$ cat config.mk
export PLATFORM = sky130hd
export DESIGN_NAME = feistel_cipher_20bit
export DESIGN_NICKNAME = d
export VERILOG_FILES = /design/src/rtl/fc20_pkg.sv /design/src/rtl/feistel_cipher_20bit.sv
export SDC_FILE = /design/constraint.sdc
export NUM_CORES = 1
export LEC_CHECK = 0
export BUFFER_PORTS_ARGS = -buffer_cell sky130_fd_sc_hd__buf_4
export CORE_MARGIN = 2
export CORE_UTILIZATION = 35
export CTS_CLUSTER_DIAMETER = 60
export DETAILED_ROUTE_END_ITERATION = 12
export PLACE_DENSITY = 0.58
export SETUP_SLACK_MARGIN = 0.4
export SLEW_MARGIN = 25
export SYNTH_ARGS = -nofsm -noshare
export SYNTH_HDL_FRONTEND = slang
export SYNTH_SLANG_ARGS = --single-unit
$ cat constraint.sdc
create_clock -name clk -period 4 [get_ports clk]
set_input_delay 0.4 -clock clk [delete_from_list [all_inputs] [get_ports clk]]
set_output_delay 0.4 -clock clk [all_outputs]
set_load 0.01 [all_outputs]
$ cat src/rtl/fc20_pkg.sv
// ----------------------------------------------------------------------------
// fc20_pkg
// shared types, constants and symbol maps for the 20-bit feistel cipher
// ----------------------------------------------------------------------------
package fc20_pkg;

  localparam int SYM_W   = 5;
  localparam int HALF_W  = 2 * SYM_W;
  localparam int KEY_W   = 4 * SYM_W;
  localparam int CHAR_W  = 8;
  localparam int DATA_W  = 4 * CHAR_W;
  localparam int PADDR_W = 3;
  localparam int PDATA_W = 32;

  localparam logic OP_ENCRYPT = 1'b0;
  localparam logic OP_DECRYPT = 1'b1;

  localparam logic [PADDR_W-1:0] REG_KEY_SYMBOLS = 3'd0;

  typedef logic [SYM_W-1:0]  sym_t;
  typedef logic [HALF_W-1:0] half_t;
  typedef logic [CHAR_W-1:0] char_t;

  typedef struct packed {
    logic  valid;
    sym_t  idx;
  } sym_lookup_t;

  // ascii byte to alphabet index
  function automatic sym_lookup_t char_to_sym(input char_t ch);
    sym_lookup_t res;
    res.valid = 1'b1;
    res.idx   = '0;
    if (ch >= 8'h41 && ch <= 8'h5a) begin
      res.idx = sym_t'(ch - 8'h41);
    end else begin
      unique case (ch)
        8'h20:   res.idx = sym_t'(26);
        8'h2e:   res.idx = sym_t'(27);
        8'h2c:   res.idx = sym_t'(28);
        8'h22:   res.idx = sym_t'(29);
        8'h21:   res.idx = sym_t'(30);
        8'h3f:   res.idx = sym_t'(31);
        default: res.valid = 1'b0;
      endcase
    end
    return res;
  endfunction

  // alphabet index back to ascii byte
  function automatic char_t sym_to_char(input sym_t idx);
    char_t ch;
    if (idx < sym_t'(26)) begin
      ch = 8'h41 + char_t'(idx);
    end else begin
      unique case (idx)
        sym_t'(26): ch = 8'h20;
        sym_t'(27): ch = 8'h2e;
        sym_t'(28): ch = 8'h2c;
        sym_t'(29): ch = 8'h22;
        sym_t'(30): ch = 8'h21;
        default:    ch = 8'h3f;
      endcase
    end
    return ch;
  endfunction

  // one feistel round: (l, r) -> (r, l ^ rotl1(r) ^ k), returned as {l, r}
  function automatic logic [2*HALF_W-1:0] feistel_round(input half_t l, input half_t r,
                                                        input half_t k);
    half_t rot;
    rot = {r[HALF_W-2:0], r[HALF_W-1]};
    return {r, l ^ rot ^ k};
  endfunction

endpackage

$ cat src/rtl/feistel_cipher_20bit.sv
// ----------------------------------------------------------------------------
// feistel_cipher_20bit
// four-round feistel cipher on four characters of a 32-symbol alphabet
// ----------------------------------------------------------------------------
// path: input register, then result register with the four rounds in between,
//   so every result transfer follows its input transfer through both registers
// throughput: one item per cycle while m_tready stays high; a stalled result
//   register backs up into the input register, then s_tready drops
// reset: rst clears the valid flags of both stages and the key register;
//   payload registers are not reset
module feistel_cipher_20bit (
  input  logic                        clk,
  input  logic                        rst,
  // input stream
  input  logic                        s_tvalid,
  output logic                        s_tready,
  input  logic [fc20_pkg::DATA_W-1:0] s_tdata,   // in_char0, in_char1, in_char2, in_char3
  input  logic [0:0]                  s_tuser,   // op
  // result stream
  output logic                        m_tvalid,
  input  logic                        m_tready,
  output logic [fc20_pkg::DATA_W-1:0] m_tdata,   // out_char0, out_char1, out_char2, out_char3
  output logic [0:0]                  m_tuser,   // bad_symbol
  // configuration port
  input  logic                         psel,
  input  logic                         penable,
  input  logic                         pwrite,
  input  logic [fc20_pkg::PADDR_W-1:0] paddr,
  input  logic [fc20_pkg::PDATA_W-1:0] pwdata,
  output logic [fc20_pkg::PDATA_W-1:0] prdata,
  output logic                         pready
);

  // --------------------------------------------------------------------------
  // configuration: one key register at byte address 0
  // --------------------------------------------------------------------------
  logic [fc20_pkg::KEY_W-1:0] key_symbols;
  logic                       key_sel;

  assign pready  = 1'b1;
  // word decode, byte offset bits ignored
  assign key_sel = (paddr[fc20_pkg::PADDR_W-1:2] ==
                    fc20_pkg::REG_KEY_SYMBOLS[fc20_pkg::PADDR_W-1:2]);

  always_ff @(posedge clk) begin
    if (rst) begin
      key_symbols <= '0;
    end else if (psel && penable && pwrite && pready && key_sel) begin
      key_symbols <= pwdata[fc20_pkg::KEY_W-1:0];
    end
  end

  assign prdata = key_sel ? {{(fc20_pkg::PDATA_W-fc20_pkg::KEY_W){1'b0}}, key_symbols} : '0;

  // --------------------------------------------------------------------------
  // handshake: two-stage pipeline, each stage advances when the next is free
  // --------------------------------------------------------------------------
  logic                        in_valid;
  logic [fc20_pkg::DATA_W-1:0] in_data;
  logic                        in_op;
  logic                        in_ready;
  logic                        out_ready;

  assign out_ready = !m_tvalid || m_tready;
  assign in_ready  = !in_valid || out_ready;
  assign s_tready  = in_ready;

  // input register
  always_ff @(posedge clk) begin
    if (rst) begin
      in_valid <= 1'b0;
    end else if (in_ready) begin
      in_valid <= s_tvalid;
    end
  end

  always_ff @(posedge clk) begin
    if (in_ready && s_tvalid) begin
      in_data <= s_tdata;
      in_op   <= s_tuser[0];
    end
  end

  // --------------------------------------------------------------------------
  // cipher network between the two registers
  // --------------------------------------------------------------------------
  fc20_pkg::sym_lookup_t       look0, look1, look2, look3;
  logic                        bad;
  fc20_pkg::half_t             h0, h1;
  fc20_pkg::half_t             s0, s3;
  fc20_pkg::half_t             sub0, sub1, sub2, sub3;
  fc20_pkg::half_t             k0, k1, k2, k3;
  fc20_pkg::half_t             l0, r0;
  logic [2*fc20_pkg::HALF_W-1:0] st1, st2, st3, st4;
  fc20_pkg::half_t             res_l, res_r;
  logic [fc20_pkg::DATA_W-1:0] result_next;

  always_comb begin
    look0 = fc20_pkg::char_to_sym(in_data[7:0]);
    look1 = fc20_pkg::char_to_sym(in_data[15:8]);
    look2 = fc20_pkg::char_to_sym(in_data[23:16]);
    look3 = fc20_pkg::char_to_sym(in_data[31:24]);
    bad   = !(look0.valid && look1.valid && look2.valid && look3.valid);

    // halves: first character of each pair in the high bits
    h0 = {look0.idx, look1.idx};
    h1 = {look2.idx, look3.idx};

    // subkeys from adjacent key symbol pairs, last pair wraps around
    s0   = fc20_pkg::half_t'(key_symbols[19:15]);
    s3   = fc20_pkg::half_t'(key_symbols[4:0]);
    sub0 = key_symbols[19:10];
    sub1 = key_symbols[14:5];
    sub2 = key_symbols[9:0];
    sub3 = (s3 << fc20_pkg::SYM_W) | s0;

    // decrypt runs the schedule backwards on swapped halves
    if (in_op == fc20_pkg::OP_DECRYPT) begin
      l0 = h1; r0 = h0;
      k0 = sub3; k1 = sub2; k2 = sub1; k3 = sub0;
    end else begin
      l0 = h0; r0 = h1;
      k0 = sub0; k1 = sub1; k2 = sub2; k3 = sub3;
    end

    st1 = fc20_pkg::feistel_round(l0, r0, k0);
    st2 = fc20_pkg::feistel_round(st1[19:10], st1[9:0], k1);
    st3 = fc20_pkg::feistel_round(st2[19:10], st2[9:0], k2);
    st4 = fc20_pkg::feistel_round(st3[19:10], st3[9:0], k3);

    // decrypt undoes the swap on output
    if (in_op == fc20_pkg::OP_DECRYPT) begin
      res_l = st4[9:0];
      res_r = st4[19:10];
    end else begin
      res_l = st4[19:10];
      res_r = st4[9:0];
    end

    if (bad) begin
      result_next = '0;
    end else begin
      result_next = {fc20_pkg::sym_to_char(res_r[4:0]),
                     fc20_pkg::sym_to_char(res_r[9:5]),
                     fc20_pkg::sym_to_char(res_l[4:0]),
                     fc20_pkg::sym_to_char(res_l[9:5])};
    end
  end

  // --------------------------------------------------------------------------
  // result register
  // --------------------------------------------------------------------------
  always_ff @(posedge clk) begin
    if (rst) begin
      m_tvalid <= 1'b0;
    end else if (out_ready) begin
      m_tvalid <= in_valid;
    end
  end

  always_ff @(posedge clk) begin
    if (out_ready && in_valid) begin
      m_tdata    <= result_next;
      m_tuser[0] <= bad;
    end
  end

endmodule

==> results of run 1 <==
[synth_stat cells, drive strengths merged (4+ instances only)]
cell type	count
xnor2	103
mux2i	23
o21ai	15
a21oi	50
o21bai	6
nor2b	28
o211ai	8
ha	20
nor3	14
and3	4
xnor3	17
xor2	30
nor2	35
dfxtp	22
xor3	5
inv	22
clkbuf	25
o311ai	5
nand3	15
a211oi	5
a22oi	7
o22ai	7
edfxtp	62
nor3b	4
or2	4
a32oi	7
a21boi	5
nand2	69
or3	8
and2	13
nand2b	4
a21o	10
buf	29
[per-layer routing]
layer,vias up,part of all wire,global-route usage
met5,-,0,0
met4,0,0.016,0.0486
met1,2665,0.46,0.211
met3,24,0.035,0.0287
li1,2883,-,-
met2,103,0.49,0.266
[cells in the final DEF (no fill, tap or decap), drive strengths merged, types with 15 or more instances in the layout]
| cell | n |
|---|---|
| conb | 17 |
| nand2 | 69 |
| inv | 23 |
| nor2b | 28 |
| xnor2 | 103 |
| dfxtp | 22 |
| nand3 | 15 |
| xnor3 | 17 |
| nor2 | 35 |
| ha | 20 |
| mux2i | 23 |
| edfxtp | 62 |
| buf | 213 |
| o21ai | 15 |
| a21oi | 50 |
| xor2 | 30 |
[worst max-delay path: cells and delay by family, from the launching register on]
kind	cells	cell delay, ns
AND/OR/NAND/NOR	3	1.07
AO/OA/AOI/OAI	5	0.77
XOR/XNOR	2	0.49
flip-flops	1	0.41
buffers and inverters	2	0.27
multiplexers	1	0.23
adder cells (fa/ha/maj)	1	0.13
[report_power, final]
group,switching (µW),total [µW],internal (µW)
registers,34.6,1010,977
clock network,346,840,494
logic,608,1240,630
[path summary, 6_finish.rpt]
| path | endpoint | slack (ns) | from |
|---|---|---|---|
| worst max register to register | m_tdata[27] | 0.37 | in_data[0] |
| worst max-delay path | m_tdata[27] | 0.37 | in_data[0] |
| worst min register to register | key_symbols[7] | 0.51 | key_symbols[7] |
| worst min-delay path | in_data[29] | 0.22 | s_tdata[29] |
[timing repair]
item / 4_1_cts / 5_1_grt
endpoints found under the setup margin: 28 / 28
buffers inserted: 36 / 23
pin swaps: 31 / 39
resized for setup: 49 / 79
[registers in the layout, summed over array words and instances, names as in the netlist]
register,cells
m_tvalid,1
in_op,1
m_tuser,1
in_data,32
m_tdata,28
in_valid,1
key_symbols,20
[stage by stage]
| stage | setup WS (ns) | instance area (µm²) | hold slack [ns] | instances |
|---|---|---|---|---|
| 6_report | 0.365 | 9760 | 0.222 | 1183 |
| 5_1_grt | 0.183 | 9760 | 0.213 | 1183 |
| 4_1_cts | 0.374 | 9280 | 0.213 | 1160 |
| 3_5_place_dp | 0.0743 | 8480 | 0.503 | 1108 |
| 3_3_place_gp | 0.0917 | 8480 | 0.500 | 1108 |
| 2_1_floorplan | 0.379 | 7280 | 0.469 | 738 |
[logic make-up (layout without fill, tap and decap cells)]
kind of cell | after synthesis | in the layout
simple gates | 212 | 212
xor+xnor | 155 | 155
compound gates | 150 | 150
flops | 84 | 84
buf+inv | 77 | 252
mux | 23 | 23
fa+ha+maj | 20 | 20
other cells | 2 | 17
[cell type report]
type                    count  area (µm²)
clock buffers              11         275
clock inverters             5        31.3
fillers                  1932       10500
inverters                  23        86.3
multi-input cells         577        5090
flip-flops and latches     84        2300
well taps                 270         338
repair buffers            213        1640
==> impl_summary.md, run 1 <==
Timing
Setup repair after global routing could not meet its margin everywhere. The transition time of the tightest slew-check pin is 0.931 ns. The final critical path time including I/O delays and setup is 3.63 ns. In the final timing run, aggregate negative setup slack is 0 ns. The count of final hold-check violations was 0. The worst-case headroom to the max-slew limit is 0.376. The post-route clock period utilization is 0.909. The worst clock skew is approximately 0.007 ns. Timing would allow up to 0.275 GHz. The final number of max-transition violations is 0. The total of endpoints with negative setup slack in the final report is 0.

Route
Wires add up to approximately 18000 µm. Dividing the detail-routed via count by the number of cells gives 4.80. Dividing the detail-routed wire length by the instance count gives 14.9 µm. The violation count after the first detailed-route iteration is 236. The count of nets left with antenna violations once routing finished came out at 0. Detailed routing inserted a total of 5675 vias. The DRC violations left is 0. The first TritonRoute pass finished after 4 iterations.

Setup path
Traced cell by cell, the critical path runs through inv_2 -> ha_4 -> or3b_4 -> o311ai_4 -> buf_6 -> or3_4 -> a21oi_2 -> or4_4 -> a21oi_4 -> xnor3_1 -> xnor2_1 -> a32oi_1 -> mux2i_1 -> o22ai_1. On the worst path, the slowest cell contributes a delay of 0.54 ns. For this design, the slowest cell found on the critical path is sky130_fd_sc_hd__or4_4. Along the worst path, the maximum fanout reaches 5. The classification of the worst setup path is reg -> reg. STA classifies the critical path startpoint as a register. The arrival time at the worst endpoint is between 3 and 4 ns. The data required time of the critical path is 4.08 ns. The critical path endpoint category is a register.

Measured in cells, the most critical reg-to-reg path has a length of 14.

GRT
The number of antenna violations at the first check in global routing is 0. Across every metal layer, demand over resource in global routing totals 0.159. The leftover overflow at the end of global routing is 0. The via count of the first global-routing pass came to between 5000 and 6000. The largest net degree at the start of global routing is 34. The first global-routing pass estimated 27400 µm of wire.

Floorplanning
The region available for standard cell placement spans 20200 µm². The area of the die is 21700 µm². The initial utilization of the core area, before any placement, comes to 0.356. The site row count is 52. The count of pins on the block boundary is 143. The die is around 150 µm tall. The die is 147 µm wide.

Yosys
The cell accounting for the most synthesized area is sky130_fd_sc_hd__edfxtp_1. After synthesis, the cell types taking the most area are sky130_fd_sc_hd__edfxtp_1 (26%), sky130_fd_sc_hd__xnor2_1 (12%), sky130_fd_sc_hd__dfxtp_1 (6.1%). The multiplexer fraction of the synthesized cell area is 0.0337. Of the total synthesized cell area, the portion taken by AND, OR, NAND and NOR gates is 0.153. The area share of the leading cell type in the synthesized netlist is 0.259. In the synthesized netlist the async set-or-reset flop fraction comes to 0. The count of unique library cells instantiated by Yosys is 90.

The combinational family with the most area after synthesis is XOR/XNOR gates. The XOR/XNOR share of the synthesized area is 0.240. The primary flip-flop cell chosen by synthesis mapping is sky130_fd_sc_hd__edfxtp_1. The sequential share of the synthesized area is 0.320. The synthesized area per cell is 9.96 µm². Summing every instance area after synthesis gives 7200 µm². Synthesis produced 723 cells. The number of synthesized flops with an enable pin is 62. The complex-gate fraction of the synthesized area came to 0.165.

The synthesized design contains 84 register bits. The warning count from the yosys run is 0. The synthesized-area fraction occupied by adder cells is 0.0348.

Hold path
The cell depth of the worst hold path is 1. The type of the worst min-delay path is in -> reg.

Clock network
The clock network latency to the later pin of the worst-skew pair is ~0.35 ns. The number of clock buffers added by TritonCTS is 9. The H-tree was split into 3 levels.

TritonCTS built the clock tree. After clock tree synthesis, the clock-pin slew on the worst setup and hold paths is 0.06 ns. The number of clock sinks seen by CTS is 84.

The buffer cell driving the clock tree root is sky130_fd_sc_hd__clkbuf_16. The hold buffer count at cts is 0. In this run the deepest clock path goes through 2 buffers.

Final layout
Compared with the post-synthesis result, the final layout area differs by 35.6%. The share of layout cells above drive strength 1 is 0.405. The count of inserted antenna diode cells is 0. The share of the core filled with cells is 0.482. The final layout contains 1003 nets.

Place
Detailed placement finished with a half-perimeter wire length of 13100 µm. The global placement routability congestion is ~0.81. The count of port buffers added during placement is between 100 and 150.

Job
The tool flagged a number of max-cap violations equal to 0.

Power and ir drop
The design draws roughly 3100 µW. The cell leakage power is between 0.003 and 0.004 µW. The power per cell area is 316 nW/µm².

The worst-case IR drop observed on VDD is 0.222 mV.

Run status
The flow ran to the end, and the final reports show no timing, DRC or antenna violations.
Note: power is estimated with default switching activity, not from simulation.
==> run 2, diff against run 1 <==
--- a/config.mk
+++ b/config.mk
@@ -10,8 +10,9 @@
 export CORE_UTILIZATION = 35
 export CTS_CLUSTER_DIAMETER = 60
 export DETAILED_ROUTE_END_ITERATION = 12
+export GPL_ROUTABILITY_DRIVEN = 0
 export PLACE_DENSITY = 0.58
-export SETUP_SLACK_MARGIN = 0.4
+export SETUP_SLACK_MARGIN = 0.15
 export SLEW_MARGIN = 25
 export SYNTH_ARGS = -nofsm -noshare
 export SYNTH_HDL_FRONTEND = slang
==> run 2 against run 1 <==
  * Combinational power down 12%
  * Final area down 5.8%
  * Largest cell class unchanged
  * Power down 4.7%
==> impl_summary.md, run 2 (synthesis gave the netlist of run 1 again) <==
Setup path
The worst setup path is of the reg -> reg kind. STA classifies the critical path endpoint as a register. At the worst endpoint, the required time is 4.06 ns.

The type of element launching the critical path is a register. STA puts the critical path data arrival time at 3.82 ns. Of all nets on the critical path, the largest fanout is 4.

Timing
Adding up every negative setup slack in the final design gives 0 ns. The transition time of the tightest slew-check pin is 0.882 ns. The worst pin sits at a relative slew slack of 0.409. The count of final hold-check violations was 0. The final critical path time including I/O delays and setup is 3.76 ns.

Across all hold checks on the routed design, the worst slack comes to 0.222 ns. The worst clock skew is 0.0115 ns. The maximum clock frequency is 0.266 GHz. The post-route clock period utilization is 0.940.

Setup repair after global routing could not meet its margin everywhere. The final number of max-transition violations is 0. Setup violations remaining at the end of the flow were counted as 0.

Route
The first routing iteration left 205 violations. For this block, the routed nets add up to about 17000 µm of wire. In the final routed layout, each cell accounts on average for 14.9 µm.

The remaining number of nets flagged by the antenna check after routing is 0. The first detailed-routing pass took 4 iterations. The via-per-instance ratio is 4.81. The detailed router placed 5516 vias in this run. For this run, design rule violations remaining after detail routing come to 0.

Clock network
The maximum number of buffers from clock root to sink is 2. CTS placed an instance of sky130_fd_sc_hd__clkbuf_16 at the clock tree root. The CTS buffer count is 9. TritonCTS built the clock tree.

The H-tree depth is 3. Clock latency on the worst-skew pair, taken at its later pin, is 0.35 ns. The number of clock sinks seen by CTS is 84. The clock slew at the register clock pins of the worst setup and hold paths is 0.06 ns.

Final layout
The library cell used most frequently in the layout, excluding fill and tap cells, is sky130_fd_sc_hd__buf_4. The register with the most flip-flops in the layout has 32 of them. The count of inserted antenna diode cells is 0. The top cell types in the final layout, fill and taps aside, are sky130_fd_sc_hd__buf_4 (175), sky130_fd_sc_hd__xnor2_1 (89), sky130_fd_sc_hd__nand2_1 (68). The net count reported at finish is 967.

The largest registers in the layout are in_data (32), m_tdata (28), key_symbols (20). The layout overhead on the synthesized area is 27.7%. More flip-flops sit in one register than any other, and that register is in_data. The total non-filler cell area in the finished layout is 9190 µm².

In the final layout, the share of cells above drive strength 1 is 0.311.

GRT
The first global-routing pass estimated 26500 µm of wire. The number of antenna violations at the first check in global routing is 0. The leftover overflow at the end of global routing is 0.

The global routing usage summed across all routing layers is 0.154. The largest net degree at the start of global routing is 34. The via count of the first global-routing pass came to 5083.

Floorplanning
The area of the die is 21700 µm². The floorplan step defined a core boundary enclosing 20200 µm². The width of the chip is 147 µm.

The floorplan has 52 rows. From bottom edge to top edge, the die measures between 100 and 150 µm. The initial utilization of the core area, before any placement, comes to 0.356. The count of pins on the block boundary is 143.

Power and ir drop
Of the total power, the share spent switching nets is 0.317. Of the total power, registers draw 0.343. The cell leakage power is roughly 0.0037 µW.

The share of total power dissipated in combinational logic is 0.369. Power spread over the standard cell area amounts to between 300 and 400 nW/µm². The switching power total is between 900 and 1000 µW. The internal portion of the total power is roughly 2000 µW. The clock group share of total power is 0.288. Across the VDD grid, the largest voltage drop is 0.195 mV.

Overall power consumption after layout is estimated at 2940 µW.

Place
The half-perimeter wire length after detailed placement is 13100 µm. The area of placed instances is 8450 µm². The count of port buffers added during placement is around 110.

Run status
The run finished with clean final reports.

Hold path
The worst hold path belongs to the class in -> reg.

Job
The max-cap violation count is 0.
## run 2: layout make-up
type                       count  area, µm²
fill                        1946      11000
inverter                      23       86.3
timing repair buffer         177       1350
multi-input combinational    577       4820
sequential                    84       2300
clock buffer                  14        289
tap                          270        338
clock inverter                 2       13.8
## run 2: per-layer routing
| metal | global-route usage | vias to the layer above | part of all wire |
|---|---|---|---|
| li1 | - | 2810 | - |
| met1 | 0.215 | 2590 | 0.48 |
| met2 | 0.248 | 99 | 0.47 |
| met3 | 0.0241 | 17 | 0.038 |
| met4 | 0.0471 | 0 | 0.0098 |
| met5 | 0 | - | 0 |
## run 2: timing repair
item / 4_1_cts / 5_1_grt
pin swaps: 3 / 12
setup buffers: 9 / 15
setup endpoints to repair: 12 / 27
hold buffers: 0 / 0
gates resized for setup: 7 / 44
## run 2: final timing paths
| check | end | slack, ns | cells past startpoint | from |
|---|---|---|---|---|
| worst max-delay path | m_tdata[27] | 0.24 | 15 | in_data[1] |
| worst min-delay path | in_data[25] | 0.22 | 1 | s_tdata[25] |
| worst max register to register | m_tdata[27] | 0.24 | 15 | in_data[1] |
| worst min register to register | key_symbols[11] | 0.51 | 2 | key_symbols[11] |
## run 2: metrics by stage
step	setup WS (ns)	utilization	std cells
3_5_place_dp	0.0547	0.418	1107
6_report	0.240	0.454	1147
4_1_cts	0.130	0.438	1132
5_1_grt	0.0495	0.454	1147
3_3_place_gp	0.0955	0.418	1107
2_1_floorplan	0.232	-	738
## run 2: worst max-delay path, cell delays in order, from the launching register on
cell and delay [ns]:
sky130_fd_sc_hd__edfxtp_1 0.41, sky130_fd_sc_hd__buf_4 0.15, sky130_fd_sc_hd__buf_4 0.13, sky130_fd_sc_hd__ha_1 0.18, sky130_fd_sc_hd__and4_1 0.23, sky130_fd_sc_hd__a21oi_2 0.21, sky130_fd_sc_hd__a21oi_1 0.10, sky130_fd_sc_hd__buf_4 0.17
sky130_fd_sc_hd__o21ai_4 0.17, sky130_fd_sc_hd__xnor3_2 0.50, sky130_fd_sc_hd__mux2i_4 0.19, sky130_fd_sc_hd__xnor3_1 0.35, sky130_fd_sc_hd__xnor2_1 0.14, sky130_fd_sc_hd__a32oi_1 0.21, sky130_fd_sc_hd__mux2i_1 0.22, sky130_fd_sc_hd__o22ai_1 0.10
## run 2: power groups by stage
stage               sequential [µW]  clock, µW  combinational [µW]
floorplan                      1020          0                 723
global placement               1030          0                 978
detailed placement             1030          0                 981
CTS                            1010        876                1020
global route                   1010        903                1180
finish                         1010        849                1090
==> run 3, diff against run 2 <==
==> constraint.sdc (replaced) <==
create_clock -name clk -period 4 [get_ports clk]
set_input_delay 0.2 -clock clk [delete_from_list [all_inputs] [get_ports clk]]
set_output_delay 0.2 -clock clk [all_outputs]
set_load 0.01 [all_outputs]
==> run 3 against run 2 <==
  * Clock power fell by 11%
  * Sequential power barely moved
  * Hold slack got worse by 0.20 ns
  * Register-to-register slack barely moved
  * Maximum frequency fell by 0.34%
  * Critical path type unchanged
  * Sequential cell count did not move
  * Cell count barely moved
  * Highest routed layer unchanged
  * Largest cell class unchanged
==> impl_summary.md, run 3 (synthesis gave the netlist of run 1 again) <==
Hold path
The worst min-delay path endpoint is in_data[11]. The type of the worst min-delay path is in -> reg. The worst hold path begins at s_tdata[11]. The cell depth of the worst hold path is 1.

Setup path
The data required time of the critical path is 4.19 ns. The type of element launching the critical path is a register. The worst register-to-register path has a depth of 13.

STA classifies the critical path endpoint as a register. In this run the register-to-register setup slack is between 0.2 and 0.25 ns. The worst-path maximum fanout is 7.

The capture point of the worst reg-to-reg path is m_tdata[10]. The critical path in this run is classified as reg -> reg. Data on the critical path arrives at its endpoint at 3.96 ns.

In this run the critical register-to-register path is launched from in_data[0].

Floorplanning
Measured along the y axis, the die boundary spans 147 µm. The site row count is 52. The placeable core region is roughly 20000 µm². The initial utilization of the core area, before any placement, comes to 0.356. Measured along the x axis, the die boundary spans between 100 and 150 µm. between 100 and 150 I/O pins were placed. The floorplan step defined a die boundary enclosing 21700 µm².

Timing
Of the available clock period, the critical path in the final layout requires 0.943. For the final routed database, the setup TNS stands at 0 ns. The final number of max-transition violations is 0. The count of final hold-check violations is 0. Setup violations remaining at the end of the flow were counted as 0. The maximum clock frequency is roughly 0.27 GHz.

The worst-case headroom to the max-slew limit is 0.414. Across the routed clock network, the largest skew measured is about 0.0088 ns. Setup repair after global routing could not meet its margin everywhere. The final critical path time including I/O delays and setup is 3.77 ns. The transition time of the tightest slew-check pin is 0.875 ns.

Final layout
Leaving out fill and tap cells, the most frequent cell in the layout is sky130_fd_sc_hd__buf_4. The register with the most flip-flops is in_data. In the final layout, the registers with the most flip-flops are in_data (32), m_tdata (28), key_symbols (20). The flip-flop count of the largest register after layout is 32. Of the cells placed in the final design, the portion with a size suffix greater than 1 is 0.308. From synthesis to final layout, the design area changed by 27.3%. In the layout the commonest cells are sky130_fd_sc_hd__buf_4 (176), sky130_fd_sc_hd__xnor2_1 (90), sky130_fd_sc_hd__nand2_1 (68). The number of antenna diodes in the final layout is 0. The filler cells instantiated in the layout total approximately 1900.

The net count reported at finish is between 900 and 1000. The share of the core filled with cells is 0.453.

Clock network
The H-tree was split into 3 levels. The clock slew at the register clock pins of the worst setup and hold paths is ~0.060 ns. TritonCTS built the clock tree. Clock latency on the worst-skew pair, taken at its later pin, is 0.35 ns. In this run, post-CTS hold repair placed 0 buffers. The number of clock sinks seen by CTS is 84. In this run the deepest clock path goes through 2 buffers. CTS placed an instance of sky130_fd_sc_hd__clkbuf_16 at the clock tree root. Clock tree synthesis inserted a total of 9 buffers.

Route
Summing over every cut layer, the via total after detailed routing is 5515. Once detail routing completed, the nets flagged for antenna violations numbered 0. The DRC violations left is 0. In the routed layout, each cell is associated on average with a via count of 4.80. After the first detailed-routing iteration, the DRC count stood at 182.

The first TritonRoute pass finished after 4 iterations. The average wire per cell in the routed design is about 15 µm. The final layout contains routed wiring with a total length of around 17000 µm.

GRT
The global routing usage summed across all routing layers is 0.155. The largest net degree at the start of global routing is 34. The first global-routing pass estimated 26800 µm of wire. The leftover overflow at the end of global routing is 0.

The number of antenna violations at the first check in global routing came to 0. The via count of the first global-routing pass came to roughly 5000.

Place
Port buffering added 111 buffers. Summed over all nets, the half-perimeter wirelength after detailed placement is 13100 µm.

Job
The tool flagged a number of max-cap violations equal to 0.

Power and ir drop
The power per cell area is 312 nW/µm². The worst-case IR drop observed on VDD is 0.240 mV. The cell leakage power is 0.00370 µW.

Run status
The flow ran to the end, and the final reports show no timing, DRC or antenna violations.
==> run 3: changes by cell type in the layout (fill, tap and decap cells not counted), sizes merged <==
cell	previous run	this run
clkinv	2	4
clkbuf	14	11
buf	177	178
inv	23	24
==> run 3: final cells by class <==
cell class | instances | area, µm² | share of cell area
Tap cell | 270 | 338 | 0.0369
Sequential cell | 84 | 2300 | 0.251
Clock buffer | 11 | 234 | 0.0255
Clock inverter | 5 | 27.5 | 0.00300
Inverter | 23 | 86.3 | 0.00942
Timing Repair Buffer | 178 | 1350 | 0.148
Multi-Input combinational cell | 577 | 4820 | 0.526
==> run 3: worst max-delay path by stage <==
stage | start | end | slack [ns]
3_5_place_dp | in_data[25] | m_tdata[18] | 0.04
4_1_cts | in_data[0] | m_tdata[18] | 0.11
5_1_grt | in_data[0] | m_tdata[10] | 0.08
2_1_floorplan | in_data[0] | m_tdata[27] | 0.23
6_report | in_data[0] | m_tdata[10] | 0.23
3_3_place_gp | in_data[25] | m_tdata[17] | 0.15
==> run 3: timing repair <==
action                     in CTS  in global routing
setup endpoints to repair      14                 27
pin swaps                       2                 21
setup buffers                   4                 21
gates resized for setup         5                 45
gates cloned                    0                  0
==> run 3: worst max-delay path, stage by stage, from the launching register on <==
cell and delay [ns]:
sky130_fd_sc_hd__edfxtp_1 0.41, sky130_fd_sc_hd__inv_2 0.11, sky130_fd_sc_hd__ha_4 0.14, sky130_fd_sc_hd__or3b_4 0.39
sky130_fd_sc_hd__o311ai_4 0.34, sky130_fd_sc_hd__o22ai_4 0.16, sky130_fd_sc_hd__o21ai_4 0.27, sky130_fd_sc_hd__xor3_2 0.44
sky130_fd_sc_hd__buf_6 0.15, sky130_fd_sc_hd__xnor3_1 0.34, sky130_fd_sc_hd__mux2i_2 0.21, sky130_fd_sc_hd__xnor2_2 0.18
sky130_fd_sc_hd__a211o_1 0.29, sky130_fd_sc_hd__a211oi_2 0.17
==> run 3: per-layer routing <==
metal,up-vias,share of wire,GRT usage
li1,2811,-,-
met1,2568,0.47,0.213
met2,116,0.47,0.257
met3,20,0.041,0.0272
met4,0,0.017,0.0361
met5,-,0,0
==> run 3: where the power goes <==
part	switching (µW)	total [µW]	internal (µW)	leakage, µW
clock network	338	758	420	0.000137
registers	32.7	1010	977	0.000752
logic	558	1090	531	0.00281
total	928	2860	1930	0.00370
==> run 3: stage by stage <==
step,instance area [µm²],total power (µW),setup WS [ns],hold WS (ns),instances
after global placement,8450,2010,0.149,0.378,1107
after CTS,8780,2800,0.115,0.0112,1127
after global routing,9170,3010,0.0763,0.0103,1148
final,9170,2860,0.227,0.0233,1148
after detailed placement,8450,2010,0.0405,0.379,1107
after floorplan,7260,1750,0.232,0.269,738
